--- config.mk ---
export PLATFORM = sky130hd
export DESIGN_NAME = flow_velocity_pi_controller
export DESIGN_NICKNAME = d
export VERILOG_FILES = /design/src/rtl/fvpi_pkg.sv /design/src/rtl/fvpi_seq.sv /design/src/rtl/fvpi_dp.sv /design/src/rtl/flow_velocity_pi_controller.sv
export SDC_FILE = /design/constraint.sdc
export NUM_CORES = 2
export LEC_CHECK = 0
export BUFFER_PORTS_ARGS = -buffer_cell sky130_fd_sc_hd__clkbuf_2
export CAP_MARGIN = 20
export CORE_MARGIN = 2
export CORE_UTILIZATION = 66
export CTS_BUF_LIST = sky130_fd_sc_hd__clkbuf_16
export CTS_CLUSTER_DIAMETER = 150
export DETAILED_ROUTE_END_ITERATION = 7
export PLACE_DENSITY = 0.83
export SYNTH_ARGS = -nofsm -noshare
export SYNTH_HDL_FRONTEND = slang
export SYNTH_HIERARCHICAL = 1
export SYNTH_SLANG_ARGS = --single-unit
--- constraint.sdc ---
create_clock -name clk -period 20.6 [get_ports clk]
set_input_delay 0 -clock clk [delete_from_list [all_inputs] [get_ports clk]]
set_output_delay 0 -clock clk [all_outputs]
set_load 0.03 [all_outputs]
--- src/rtl/fvpi_pkg.sv ---
// Shared types, constants and microcode table for the flow velocity PI controller.
`timescale 1ns / 1ps
`default_nettype none

package fvpi_pkg;

  // Controller constants
  localparam int ALPHA_Q8  = 26;
  localparam int SAT_LIMIT = 1500;
  localparam int DIV_DEN   = 100;
  localparam int NORM_ONE  = 1 << 24;

  // Field widths
  localparam int VEL_W    = 16;
  localparam int GAIN_W   = 16;
  localparam int CNT_W    = 10;
  localparam int CMD_W    = 16;
  localparam int ERR_W    = 18;
  localparam int SUM_W    = 32;
  localparam int METHOD_W = 3;
  localparam int CFG_IDX_W = 3;
  localparam int CFG_DAT_W = 16;
  localparam int PC_W     = 5;

  // Shared multiplier and accumulator
  localparam int MUL_A_W = 33;
  localparam int MUL_B_W = 24;
  localparam int PROD_W  = MUL_A_W + MUL_B_W;
  localparam int ACC_W   = 50;

  // Divide by DIV_DEN through a reciprocal: valid for magnitudes below 2^DIV_N_W
  localparam int DIV_N_W   = 22;
  localparam int DIV_SHIFT = DIV_N_W + 7;
  localparam int DIV_M     = ((1 << DIV_SHIFT) + DIV_DEN - 1) / DIV_DEN;
  localparam int LIMIT_P   = (SAT_LIMIT + 1) * DIV_DEN;

  // Method codes
  localparam logic [METHOD_W-1:0] METHOD_PASS  = 3'd0;
  localparam logic [METHOD_W-1:0] METHOD_AVOID = 3'd2;
  localparam logic [METHOD_W-1:0] METHOD_HOVER = 3'd4;

  // Register indexes
  localparam logic [CFG_IDX_W-1:0] CFG_METHOD       = 3'd0;
  localparam logic [CFG_IDX_W-1:0] CFG_ROLL_P_GAIN  = 3'd1;
  localparam logic [CFG_IDX_W-1:0] CFG_ROLL_I_GAIN  = 3'd2;
  localparam logic [CFG_IDX_W-1:0] CFG_PITCH_P_GAIN = 3'd3;
  localparam logic [CFG_IDX_W-1:0] CFG_PITCH_I_GAIN = 3'd4;
  localparam logic [CFG_IDX_W-1:0] CFG_TARGET_VX    = 3'd5;
  localparam logic [CFG_IDX_W-1:0] CFG_TARGET_VY    = 3'd6;

  typedef struct packed {
    logic                    restart;
    logic                    mode_active;
    logic [CNT_W-1:0]        tracked_count;
    logic signed [VEL_W-1:0] vel_x;
    logic signed [VEL_W-1:0] vel_y;
    logic signed [VEL_W-1:0] avoid_roll;
    logic signed [VEL_W-1:0] avoid_pitch;
  } in_item_t;

  typedef struct packed {
    logic signed [CMD_W-1:0] roll_cmd;
    logic signed [CMD_W-1:0] pitch_cmd;
  } out_item_t;

  typedef struct packed {
    logic [METHOD_W-1:0]     method;
    logic [GAIN_W-1:0]       roll_p_gain;
    logic [GAIN_W-1:0]       roll_i_gain;
    logic [GAIN_W-1:0]       pitch_p_gain;
    logic [GAIN_W-1:0]       pitch_i_gain;
    logic signed [VEL_W-1:0] target_vx;
    logic signed [VEL_W-1:0] target_vy;
  } cfg_regs_t;

  localparam cfg_regs_t CFG_RESET = '{
    method:       METHOD_HOVER,
    roll_p_gain:  16'd400,
    roll_i_gain:  16'd20,
    pitch_p_gain: 16'd400,
    pitch_i_gain: 16'd20,
    target_vx:    16'sd0,
    target_vy:    16'sd0
  };

  // Microcode fields
  typedef enum logic [2:0] {
    MUL_NONE, MUL_SQ_ROLL, MUL_SQ_PITCH, MUL_P_ERR, MUL_I_SUM, MUL_RECIP
  } mul_sel_t;

  typedef enum logic [1:0] {
    ACC_HOLD, ACC_LOAD, ACC_ADD, ACC_ABS
  } acc_op_t;

  typedef enum logic [2:0] {
    DP_NOP, DP_CLEAR, DP_PASS, DP_ERR, DP_SUM, DP_CMD
  } dp_op_t;

  typedef enum logic {
    JMP_NONE, JMP_AXIS
  } jmp_t;

  typedef struct packed {
    mul_sel_t        mul_sel;
    acc_op_t         acc_op;
    dp_op_t          dp_op;
    jmp_t            jmp;
    logic            last;
    logic [PC_W-1:0] jmp_addr;
  } uword_t;

  // Control handed from sequencer to datapath
  typedef struct packed {
    logic     en;
    logic     axis;
    mul_sel_t mul_sel;
    acc_op_t  acc_op;
    dp_op_t   dp_op;
  } ctl_t;

  // Program entry points
  localparam logic [PC_W-1:0] PC_RESTART = 5'd0;
  localparam logic [PC_W-1:0] PC_HOLD    = 5'd1;
  localparam logic [PC_W-1:0] PC_PASS    = 5'd2;
  localparam logic [PC_W-1:0] PC_AVOID   = 5'd3;
  localparam logic [PC_W-1:0] PC_HOVER   = 5'd6;
  localparam logic [PC_W-1:0] PC_AXIS    = 5'd8;

  // Control store: one word per step
  function automatic uword_t ucode_rom(input logic [PC_W-1:0] pc);
    uword_t w;
    w = '0;
    unique case (pc)
      PC_RESTART: begin
        w.dp_op = DP_CLEAR;
        w.last  = 1'b1;
      end
      PC_HOLD: begin
        w.last = 1'b1;
      end
      PC_PASS: begin
        w.dp_op = DP_PASS;
        w.last  = 1'b1;
      end
      // squared norm of avoidance vector
      PC_AVOID: begin
        w.mul_sel = MUL_SQ_ROLL;
      end
      5'd4: begin
        w.mul_sel = MUL_SQ_PITCH;
        w.acc_op  = ACC_LOAD;
      end
      5'd5: begin
        w.acc_op = ACC_ADD;
      end
      // errors and sums
      PC_HOVER: begin
        w.dp_op = DP_ERR;
      end
      5'd7: begin
        w.dp_op = DP_SUM;
      end
      // per-axis PI, run once for x and once for y
      PC_AXIS: begin
        w.mul_sel = MUL_P_ERR;
      end
      5'd9: begin
        w.mul_sel = MUL_I_SUM;
        w.acc_op  = ACC_LOAD;
      end
      5'd10: begin
        w.acc_op = ACC_ADD;
      end
      5'd11: begin
        w.acc_op = ACC_ABS;
      end
      5'd12: begin
        w.mul_sel = MUL_RECIP;
      end
      5'd13: begin
        w.dp_op    = DP_CMD;
        w.jmp      = JMP_AXIS;
        w.jmp_addr = PC_AXIS;
      end
      default: begin
        w.last = 1'b1;
      end
    endcase
    return w;
  endfunction

  // Pick the program for one item
  function automatic logic [PC_W-1:0] entry_addr(input logic restart,
                                                 input logic active,
                                                 input logic [METHOD_W-1:0] method);
    logic [PC_W-1:0] a;
    priority if (restart) begin
      a = PC_RESTART;
    end else if (!active) begin
      a = PC_HOLD;
    end else if (method == METHOD_PASS) begin
      a = PC_PASS;
    end else if (method == METHOD_AVOID) begin
      a = PC_AVOID;
    end else if (method == METHOD_HOVER) begin
      a = PC_HOVER;
    end else begin
      a = PC_HOLD;
    end
    return a;
  endfunction

endpackage

`default_nettype wire

--- src/rtl/fvpi_seq.sv ---
// Microcode sequencer: step counter, control store lookup and axis loop.
`timescale 1ns / 1ps
`default_nettype none

module fvpi_seq (
  input  wire logic                    clk,
  input  wire logic                    rst_n,
  input  wire logic                    start,
  input  wire logic [fvpi_pkg::PC_W-1:0] entry,
  input  wire logic                    out_block,
  output fvpi_pkg::ctl_t               ctl,
  output logic                         busy,
  output logic                         done
);
  import fvpi_pkg::*;

  logic            busy_r;
  logic [PC_W-1:0] pc_r;
  logic            axis_r;
  uword_t          w;
  logic            finishing;
  logic            step_ok;

  // Decode current step
  assign w         = ucode_rom(pc_r);
  assign finishing = w.last | ((w.jmp == JMP_AXIS) & axis_r);
  assign step_ok   = ~finishing | ~out_block;

  assign ctl.en      = busy_r & step_ok;
  assign ctl.axis    = axis_r;
  assign ctl.mul_sel = w.mul_sel;
  assign ctl.acc_op  = w.acc_op;
  assign ctl.dp_op   = w.dp_op;

  assign busy = busy_r;
  assign done = busy_r & finishing & ~out_block;

  // Advance, jump or stop
  always_ff @(posedge clk) begin
    if (!rst_n) begin
      busy_r <= 1'b0;
      pc_r   <= '0;
      axis_r <= 1'b0;
    end else if (start) begin
      busy_r <= 1'b1;
      pc_r   <= entry;
      axis_r <= 1'b0;
    end else if (busy_r && step_ok) begin
      if (finishing) begin
        busy_r <= 1'b0;
      end else if (w.jmp == JMP_AXIS) begin
        pc_r   <= w.jmp_addr;
        axis_r <= 1'b1;
      end else begin
        pc_r <= pc_r + PC_W'(1);
      end
    end
  end

endmodule

`default_nettype wire

--- src/rtl/fvpi_dp.sv ---
// Datapath: shared multiplier, accumulator, error sums and command registers.
`timescale 1ns / 1ps
`default_nettype none

module fvpi_dp (
  input  wire logic                clk,
  input  wire logic                rst_n,
  input  wire logic                ld,
  input  wire fvpi_pkg::in_item_t  item_i,
  input  wire fvpi_pkg::cfg_regs_t cfg_i,
  input  wire fvpi_pkg::ctl_t      ctl_i,
  output fvpi_pkg::out_item_t      cmd_nxt
);
  import fvpi_pkg::*;

  localparam logic signed [37:0]      ALPHA_S   = 38'(ALPHA_Q8);
  localparam logic signed [37:0]      TRUNC_ADJ = 38'((1 << 20) - 1);
  localparam logic signed [ACC_W-1:0] NORM_LIM  = ACC_W'(NORM_ONE);
  localparam logic signed [ACC_W-1:0] SAT_P     = ACC_W'(LIMIT_P);
  localparam logic [CMD_W-1:0]        SAT_MAG   = CMD_W'(SAT_LIMIT);

  in_item_t                 item_r;
  logic signed [PROD_W-1:0] prod_r;
  logic signed [ACC_W-1:0]  acc_r, acc_nxt;
  logic                     neg_r;
  logic signed [ERR_W-1:0]  err_x_r, err_y_r, err_x_nxt, err_y_nxt;
  logic signed [SUM_W-1:0]  sum_x_r, sum_y_r, sum_x_nxt, sum_y_nxt;
  logic signed [CMD_W-1:0]  roll_r, pitch_r, roll_nxt, pitch_nxt;

  logic signed [ERR_W-1:0]   err_sel;
  logic signed [SUM_W-1:0]   sum_sel;
  logic [GAIN_W-1:0]         pg_sel, ig_sel;
  logic signed [MUL_A_W-1:0] mul_a;
  logic signed [MUL_B_W-1:0] mul_b;
  logic signed [PROD_W-1:0]  prod_full;
  logic signed [ACC_W-1:0]   prod_lo;
  logic                      big;
  logic signed [ERR_W-1:0]   tx, ty;
  logic [CMD_W-1:0]          quo, mag;
  logic                      sat;

  // Truncated avoidance target: (alpha*ref + vel*2^20) / 2^20 toward zero
  function automatic logic signed [ERR_W-1:0] avoid_tgt(input logic signed [VEL_W-1:0] ref_v,
                                                        input logic signed [VEL_W-1:0] vel_v);
    logic signed [37:0] q, qa;
    q  = 38'(ref_v) * ALPHA_S + (38'(vel_v) <<< 20);
    qa = q + ((q < 0) ? TRUNC_ADJ : 38'sd0);
    return qa[37:20];
  endfunction

  // Add an error to a sum, clamp at the 32-bit limits
  function automatic logic signed [SUM_W-1:0] sat_add(input logic signed [SUM_W-1:0] s,
                                                      input logic signed [ERR_W-1:0] e);
    logic signed [SUM_W:0] t;
    t = (SUM_W+1)'(s) + (SUM_W+1)'(e);
    if (t[SUM_W] != t[SUM_W-1]) begin
      return t[SUM_W] ? {1'b1, {(SUM_W-1){1'b0}}} : {1'b0, {(SUM_W-1){1'b1}}};
    end
    return t[SUM_W-1:0];
  endfunction

  // Operand selection for the active axis
  assign err_sel = ctl_i.axis ? err_y_r : err_x_r;
  assign sum_sel = ctl_i.axis ? sum_y_r : sum_x_r;
  assign pg_sel  = ctl_i.axis ? cfg_i.pitch_p_gain : cfg_i.roll_p_gain;
  assign ig_sel  = ctl_i.axis ? cfg_i.pitch_i_gain : cfg_i.roll_i_gain;

  always_comb begin
    unique case (ctl_i.mul_sel)
      MUL_SQ_ROLL: begin
        mul_a = MUL_A_W'(item_r.avoid_roll);
        mul_b = MUL_B_W'(item_r.avoid_roll);
      end
      MUL_SQ_PITCH: begin
        mul_a = MUL_A_W'(item_r.avoid_pitch);
        mul_b = MUL_B_W'(item_r.avoid_pitch);
      end
      MUL_P_ERR: begin
        mul_a = MUL_A_W'(err_sel);
        mul_b = $signed({{(MUL_B_W-GAIN_W){1'b0}}, pg_sel});
      end
      MUL_I_SUM: begin
        mul_a = MUL_A_W'(sum_sel);
        mul_b = $signed({{(MUL_B_W-GAIN_W){1'b0}}, ig_sel});
      end
      MUL_RECIP: begin
        mul_a = MUL_A_W'(DIV_M);
        mul_b = $signed({{(MUL_B_W-DIV_N_W){1'b0}}, acc_r[DIV_N_W-1:0]});
      end
      default: begin
        mul_a = '0;
        mul_b = '0;
      end
    endcase
  end

  assign prod_full = mul_a * mul_b;
  assign prod_lo   = prod_r[ACC_W-1:0];

  // Accumulator
  always_comb begin
    unique case (ctl_i.acc_op)
      ACC_LOAD: acc_nxt = prod_lo;
      ACC_ADD:  acc_nxt = acc_r + prod_lo;
      ACC_ABS:  acc_nxt = acc_r[ACC_W-1] ? -acc_r : acc_r;
      default:  acc_nxt = acc_r;
    endcase
  end

  // Velocity targets
  assign big = acc_r > NORM_LIM;

  always_comb begin
    if (cfg_i.method == METHOD_HOVER) begin
      tx = ERR_W'(cfg_i.target_vx);
      ty = ERR_W'(cfg_i.target_vy);
    end else if (big) begin
      tx = avoid_tgt(item_r.avoid_roll, item_r.vel_x);
      ty = avoid_tgt(item_r.avoid_pitch, item_r.vel_y);
    end else begin
      tx = '0;
      ty = '0;
    end
  end

  // Quotient by reciprocal, clamp on the magnitude
  assign quo = prod_r[DIV_SHIFT +: CMD_W];
  assign sat = acc_r >= SAT_P;
  assign mag = sat ? SAT_MAG : quo;

  // Architectural next state
  always_comb begin
    err_x_nxt = err_x_r;
    err_y_nxt = err_y_r;
    sum_x_nxt = sum_x_r;
    sum_y_nxt = sum_y_r;
    roll_nxt  = roll_r;
    pitch_nxt = pitch_r;
    if (ctl_i.en) begin
      unique case (ctl_i.dp_op)
        DP_CLEAR: begin
          sum_x_nxt = '0;
          sum_y_nxt = '0;
          roll_nxt  = '0;
          pitch_nxt = '0;
        end
        DP_PASS: begin
          roll_nxt  = item_r.avoid_roll;
          pitch_nxt = item_r.avoid_pitch;
        end
        DP_ERR: begin
          if (item_r.tracked_count != '0) begin
            err_x_nxt = tx - ERR_W'(item_r.vel_x);
            err_y_nxt = ty - ERR_W'(item_r.vel_y);
          end
        end
        DP_SUM: begin
          sum_x_nxt = sat_add(sum_x_r, err_x_r);
          sum_y_nxt = sat_add(sum_y_r, err_y_r);
        end
        DP_CMD: begin
          if (ctl_i.axis) begin
            pitch_nxt = neg_r ? $signed(mag) : -$signed(mag);
          end else begin
            roll_nxt = neg_r ? -$signed(mag) : $signed(mag);
          end
        end
        default: begin
        end
      endcase
    end
  end

  assign cmd_nxt.roll_cmd  = roll_nxt;
  assign cmd_nxt.pitch_cmd = pitch_nxt;

  // Item and work registers
  always_ff @(posedge clk) begin
    if (ld) begin
      item_r <= item_i;
    end
    if (ctl_i.en && ctl_i.mul_sel != MUL_NONE) begin
      prod_r <= prod_full;
    end
    if (ctl_i.en) begin
      acc_r <= acc_nxt;
    end
    if (ctl_i.en && ctl_i.acc_op == ACC_ABS) begin
      neg_r <= acc_r[ACC_W-1];
    end
  end

  // Controller state
  always_ff @(posedge clk) begin
    if (!rst_n) begin
      err_x_r <= '0;
      err_y_r <= '0;
      sum_x_r <= '0;
      sum_y_r <= '0;
      roll_r  <= '0;
      pitch_r <= '0;
    end else begin
      err_x_r <= err_x_nxt;
      err_y_r <= err_y_nxt;
      sum_x_r <= sum_x_nxt;
      sum_y_r <= sum_y_nxt;
      roll_r  <= roll_nxt;
      pitch_r <= pitch_nxt;
    end
  end

endmodule

`default_nettype wire

--- src/rtl/flow_velocity_pi_controller.sv ---
// Top level of the flow velocity PI controller: handshakes, registers, output beat.
//
// Usage:
//   Input beats (in_valid/in_stall/in_data) carry one flow measurement each.
//   Each beat yields exactly one output beat (out_valid/out_stall/out_data)
//   with the current roll and pitch commands.
//   Registers are written through cfg_valid/cfg_ready with cfg_index and
//   cfg_data while no item is in flight; cfg_ready is low while busy.
//   An item runs through a microcoded program on one shared multiplier:
//   restart clears the commands, hold keeps them and pass-through copies the
//   avoidance inputs; flow hover runs the error, sum and per-axis PI steps,
//   and avoidance first forms the squared norm of the avoidance vector and
//   then runs the hover steps. The result is registered into the output register in the cycle after the last step.
//   in_stall is high while a program runs. A finished result waits in the
//   output register while the receiver stalls, and the next input beat is
//   still accepted; a second result holds at its last step until the
//   register frees up.
//   Synchronous reset clears sums, errors and commands, loads the register
//   defaults and empties the output register.
`timescale 1ns / 1ps
`default_nettype none

module flow_velocity_pi_controller (
  input  wire logic                           clk,
  input  wire logic                           rst_n,
  input  wire logic                           in_valid,
  output logic                                in_stall,
  input  wire fvpi_pkg::in_item_t             in_data,
  output logic                                out_valid,
  input  wire logic                           out_stall,
  output fvpi_pkg::out_item_t                 out_data,
  input  wire logic                           cfg_valid,
  output logic                                cfg_ready,
  input  wire logic [fvpi_pkg::CFG_IDX_W-1:0] cfg_index,
  input  wire logic [fvpi_pkg::CFG_DAT_W-1:0] cfg_data
);
  import fvpi_pkg::*;

  cfg_regs_t       cfg_r;
  logic            out_valid_r;
  out_item_t       out_data_r;
  logic            busy;
  logic            done;
  logic            in_acc;
  logic            out_block;
  logic [PC_W-1:0] entry;
  ctl_t            ctl;
  out_item_t       cmd_nxt;

  assign in_acc    = in_valid & ~busy;
  assign out_block = out_valid_r & out_stall;
  assign entry     = entry_addr(in_data.restart, in_data.mode_active, cfg_r.method);

  assign in_stall  = busy;
  assign cfg_ready = ~busy;
  assign out_valid = out_valid_r;
  assign out_data  = out_data_r;

  fvpi_seq u_seq (
    .clk       (clk),
    .rst_n     (rst_n),
    .start     (in_acc),
    .entry     (entry),
    .out_block (out_block),
    .ctl       (ctl),
    .busy      (busy),
    .done      (done)
  );

  fvpi_dp u_dp (
    .clk     (clk),
    .rst_n   (rst_n),
    .ld      (in_acc),
    .item_i  (in_data),
    .cfg_i   (cfg_r),
    .ctl_i   (ctl),
    .cmd_nxt (cmd_nxt)
  );

  // Register writes
  always_ff @(posedge clk) begin
    if (!rst_n) begin
      cfg_r <= CFG_RESET;
    end else if (cfg_valid && cfg_ready) begin
      unique case (cfg_index)
        CFG_METHOD:       cfg_r.method       <= cfg_data[METHOD_W-1:0];
        CFG_ROLL_P_GAIN:  cfg_r.roll_p_gain  <= cfg_data;
        CFG_ROLL_I_GAIN:  cfg_r.roll_i_gain  <= cfg_data;
        CFG_PITCH_P_GAIN: cfg_r.pitch_p_gain <= cfg_data;
        CFG_PITCH_I_GAIN: cfg_r.pitch_i_gain <= cfg_data;
        CFG_TARGET_VX:    cfg_r.target_vx    <= $signed(cfg_data);
        CFG_TARGET_VY:    cfg_r.target_vy    <= $signed(cfg_data);
        default: begin
        end
      endcase
    end
  end

  // Output register: load on program end, drop when taken
  always_ff @(posedge clk) begin
    if (!rst_n) begin
      out_valid_r <= 1'b0;
    end else if (done) begin
      out_valid_r <= 1'b1;
    end else if (out_valid_r && !out_stall) begin
      out_valid_r <= 1'b0;
    end
  end

  always_ff @(posedge clk) begin
    if (done) begin
      out_data_r <= cmd_nxt;
    end
  end

endmodule

`default_nettype wire

# == Yosys cells after proc, flatten, opt, wreduce, memory -nomap -nowiden ==
# Cells that the tools add are included.
# totals
ff_bits,446
in_bits,100
output_inout_bits,35
# classes
n_addsub,12
multipliers,3
order_cmp,4
n_eq_ne,37
n_mux,57
bitwise,12
reduce_logical,34
# ops
operator,count
$mux 32,7
$pmux 33 s5,1
$pmux 50 s3,1
$mux 16,9
$pmux 32 s2,2
$pmux 24 s5,1
$pmux 16 s3,2
$mux 18,5
$add 38x38->38,2
$lt 38x1->1 const B,2
$add 22x36->37,2
$add 32x18->33,2
$add 50x50->50,1
$ge 50x19->1 const B,1
$gt 50x26->1 const B,1
$mul 33x24->50,1
$mux 50,1
$neg 50->50,1
$mul 16x5->21 const B,2
$mux 20,2
$sub 18x16->18,2
$eq 5x4->1 const B,6
$pmux 3 s5,2
$eq 3x3->1 const B,8
other kinds (30),95

# == Logic depth before layout (Yosys ltp) ==
# logic_depth
word_depth,10
ltp_mapped,51
depth_no_buf,49

# == By module ==
# The synthesis kept the hierarchy.
# by_module_without_submodules
mod,instances,cells_each,area_per_inst_um2,seq_area_each_um2
fvpi_dp,1,5956,52028.6,7897.6
flow_velocity_pi_controller,1,396,4800.9,2962.8
fvpi_seq,1,87,699.4,140.1

# == Worst setup path before layout ==
# Ideal clock, no wire load.
# synth_timing
path_type,register -> register
startpoint,reg u_dp/item_r[21] (netlist bit)
endpoint,reg u_dp.err_x_r[17]
setup_ps,116
arrival_time_ps,10470
t_required_ps,20484
slack_ps,10013
stages_incl_launch_ff,48
path_buffers,1
cell_sequence,edfxtp_1 > ha_1 > ha_1 > inv_1 > fa_1 > inv_1 > ha_1 > inv_1 > nor2_1 > o221ai_1 > o31ai_1 > a21oi_1 > nor2_1 > o21ai_0 > xnor2_1 > ha_1 > o211ai_1 > o211ai_1 > [... 12 more ...] > a21oi_1 > o2111ai_2 > buf_2 > nor3_1 > xnor2_1 > o21ai_0 > ha_1 > or3_1 > o221ai_1 > a21oi_1 > o21ai_0 > o21ai_0 > a21o_1 > a21oi_1 > xnor2_1 > nor2b_1 > mux2i_1 > o211a_1
# synth_between
elab_chain_cells,8
# synth_rtl
element,line,source
"start, declared",fvpi_dp.sv:22,in_item_t item_r;
"start signal, assigned",fvpi_dp.sv:180,item_r <= item_i;
$mul 16x5->21 *,fvpi_dp.sv:46,q = 38'(ref_v) * ALPHA_S + (38'(vel_v) <<< 20);
$add 22x36->37 *,fvpi_dp.sv:46,
$lt 38x1->1,fvpi_dp.sv:47,qa = q + ((q < 0) ? TRUNC_ADJ : 38'sd0);
$mux 20,fvpi_dp.sv:47,
$add 38x38->38 *,fvpi_dp.sv:47,
$mux 18 *,fvpi_dp.sv:117,end else if (big) begin
$mux 18 *,fvpi_dp.sv:114,if (cfg_i.method == METHOD_HOVER) begin
$sub 18x16->18 *,fvpi_dp.sv:153,err_x_nxt = tx - ERR_W'(item_r.vel_x);
"end signal, assigned",fvpi_dp.sv:203,err_x_r <= err_x_nxt;
"end, declared",fvpi_dp.sv:26,"logic signed [ERR_W-1:0] err_x_r, err_y_r, err_x_nxt, err_y_nxt;"
# Every way passes the cells marked *; elsewhere a longest branch is shown, timed or not.
# A chain may end at the register's enable or synchronous reset.

# == Worst setup path in the final report ==
# layout_timing
startpoint,reg u_dp/item_r[22] (netlist bit)
endpoint,reg u_dp.err_x_r[17]
# Same word-level chain as after synthesis.

==> flow_summary.json <==
{
  "status": "finished with violations",
  "violations": "design-rule violations",
  "post_drt_wl_per_cell_um": 22.1,
  "num_vias": 49046,
  "syn_inst": 6439,
  "cts.htree.levels": 2,
  "regToRegStartpoint": "u_dp/item_r[22]",
  "async_reset_ff_share_pct": 0,
  "rr_worst_depth": 48,
  "cts_resized": 0,
  "vias_per_cell": 6.32,
  "yosysWarnings": 6,
  "gp_congestion": 0.992,
  "p_leak_nw": 27.5,
  "yosys-top-cells-area": "fa_1, edfxtp_1, ha_1",
  "worst_setup_path_end_kind": "flop",
  "clock_latency_ns": 0.64,
  "setup_ws_ns": 6.99,
  "worstPathMaxFanout": 15,
  "area_growth_pct": 7.92,
  "cts_hold_buf": 102,
  "syn_area_um2": 57500,
  "ys_types": 109,
  "grt_pass1_wl_um": 271000,
  "core_um2": 86600,
  "cp_slowest_stage_delay_ns": 0.76,
  "wl_um": 172000,
  "cts.sinks": 446,
  "post-route-period-util_pct": 66.1,
  "drv_cap": 0,
  "cts_buffer_depth": 3,
  "grt_max_degree": 81,
  "seq_power_share_pct": 20.4,
  "overflow": 0,
  "period_needed_ns": 13.61,
  "path_depth": 48,
  "synth_flop_cell": "dfxtp_1",
  "fmax_mhz": 73.5,
  "pin_count": 135,
  "hp-class": "primary input to flop",
  "switchingPower_w": 0.00257,
  "cp.arrival_ns": 14.13,
  "rrSetupSlack_ns": 6.99,
  "path_common_cell": "ha_1",
  "post_cts_buffers": 0,
  "synth_edf_count": 207,
  "nets": 7845,
  "yosysTopAreaCellShare_pct": 26.3,
  "post-place-ws_ns": 8.09,
  "cp_data_required_time_ns": 21.12,
  "final_common_cell": "inv_1",
  "io_buffers": 134,
  "swShare_pct": 46.0,
  "reg2reg_to": "u_dp/err_x_r[17]",
  "p_int_w": 0.00301,
  "grt_pass1_vias": 50357,
  "worstSetupStartpointType": "flop",
  "ir_drop_v": 0.000185,
  "worst_pin_slew_ns": 1.20,
  "tns_ns": 0,
  "synth_top_area_cell": "fa_1",
  "drtIter0Drc": 5308,
  "pwr-share-clk_pct": 16.9,
  "cts_tree": "built",
  "layout_common_cells": "inv_1, nand2_1, fa_1",
  "numCtsBuffers": 51,
  "die_w_um": 299,
  "critPathKind": "flop to flop",
  "drive_above_1_share_pct": 6.27,
  "ys_ff_latch": 446,
  "root_buffer": "clkbuf_16",
  "fin_skew_ns": 0.0548,
  "yosysSeqAreaShare_pct": 19.1,
  "rsz0062_at_grt": "false",
  "startpoint": "u_dp/item_r[22]",
  "grt_antenna_before_repair": 6,
  "cellPowerDensity_nw_per_um2": 89.8,
  "cpMaxStageDelayCell": "a31oi_1",
  "worst_hold_slack_ns": 0.0443,
  "drc_errors": 12,
  "syn_area_per_cell_um2": 8.93,
  "hold_violations": 0,
  "crit_family": "compound AO/OA/AOI/OAI gates",
  "hpwl_um": 130000,
  "antenna_left": 0,
  "fp.dieH_um": 299,
  "track_usage_pct": 38.3,
  "row_count": 108,
  "dieArea_um2": 89500,
  "critPathBufInv": 3,
  "dr.pass1.iters": 8,
  "endpoint": "u_dp/err_x_r[17]",
  "initial_core_util_pct": 66.4,
  "slew-limit-headroom_pct": 17.7,
  "clkSlewWorstSetupHoldPaths_ns": 0.07,
  "comb_power_share_pct": 62.8,
  "final_max_slew_viol_count": 0,
  "setup_viol": 0
}
==> synthesized netlist by cell type (all sizes together), types with 18 or more instances <==
| cell type | count |
|---|---|
| edfxtp | 207 |
| a22oi | 38 |
| o21bai | 30 |
| dfxtp | 239 |
| nand3 | 60 |
| or3 | 32 |
| a211oi | 41 |
| nand2 | 922 |
| a21o | 145 |
| or2 | 21 |
| o21ai | 338 |
| nand4 | 19 |
| buf | 42 |
| nor4 | 26 |
| a21boi | 20 |
| nor2 | 278 |
| mux2i | 177 |
| fa | 755 |
| clkbuf | 233 |
| o221ai | 23 |
| xnor2 | 208 |
| o22ai | 18 |
| nor3b | 25 |
| nor2b | 72 |
| xor2 | 118 |
| o21a | 44 |
| and3 | 27 |
| a21oi | 272 |
| a31oi | 31 |
| o211ai | 22 |
| and2 | 149 |
| ha | 434 |
| nand2b | 53 |
| inv | 1001 |
| a221o | 30 |
| nor3 | 65 |
==> cell families after synthesis <==
group | after synthesis | synth area share (%)
other cells | 3 | 0.0196
simple gates | 1806 | 14.6
mux | 188 | 3.29
flops | 446 | 19.1
xor+xnor | 326 | 4.96
compound gates | 1202 | 13.7
fa+ha+maj | 1189 | 35.7
buf+inv | 1279 | 8.59
==> per-stage QoR <==
step	instance area (um^2)	util, %	power, W	std cells
after CTS	62000	71.6	0.00550	7750
after detailed placement	59300	68.4	0.00453	7552
after global placement	59300	68.4	0.00439	7549
after floorplan	57600	-	0.00358	6449
after global routing	62100	71.7	0.00595	7758
final	62100	71.7	0.00557	7759
==> layout make-up <==
class	count	area [um^2]
clock inverters	41	334
diodes	5	12.5
well taps	1155	1450
inverters	1004	3770
multi-input cells	4724	41700
repair buffers	329	2420
clock buffers	55	1380
fillers	6243	24500
flip-flops and latches	446	11000
==> flip-flops by register name (all words and copies together), names as in the netlist, 32 cells and up <==
signal,cells
u_dp/item_r,74
u_dp/prod_r,50
u_dp/acc_r,50
u_dp/sum_y_r,32
out_data,32
u_dp/sum_x_r,32
cfg_r,99
==> worst register-to-register path: cells and delay by family, from the launching register on <==
kind	cells	cell delay, ns
xor+xnor	3	0.81
fa+ha+maj	8	2.82
compound gates	25	6.77
buf+inv	3	0.48
simple gates	8	2.07
flops	1	0.48
mux	1	0.10
==> power by group through the flow <==
stage               combinational, W  sequential [W]  clock, W
global placement             0.00325         0.00115         0
floorplan                    0.00246         0.00112         0
CTS                          0.00342         0.00113  0.000943
global route                 0.00384         0.00114  0.000979
finish                       0.00350         0.00114  0.000940
detailed placement           0.00338         0.00115         0
==> routing by layer <==
metal / GRT usage [%] / vias up / wire, um
met5: 0 / - / 27
met4: 20.0 / 4 / 10000
met3: 9.03 / 704 / 19900
met2: 60.6 / 2968 / 77300
met1: 49.4 / 23966 / 64500
li1: - / 21404 / -
==> how the worst min path moves through the flow <==
stage | startpoint | to | depth (start not counted)
2_1_floorplan | in_data[0] | u_dp/item_r[0] | 0
3_3_place_gp | in_data[66] | u_dp/item_r[66] | 1
3_5_place_dp | in_data[51] | u_dp/item_r[51] | 1
4_1_cts | out_stall | out_valid | 3
5_1_grt | out_stall | out_valid | 3
6_report | out_stall | out_valid | 3
Note: power is estimated with default switching activity, not from simulation.
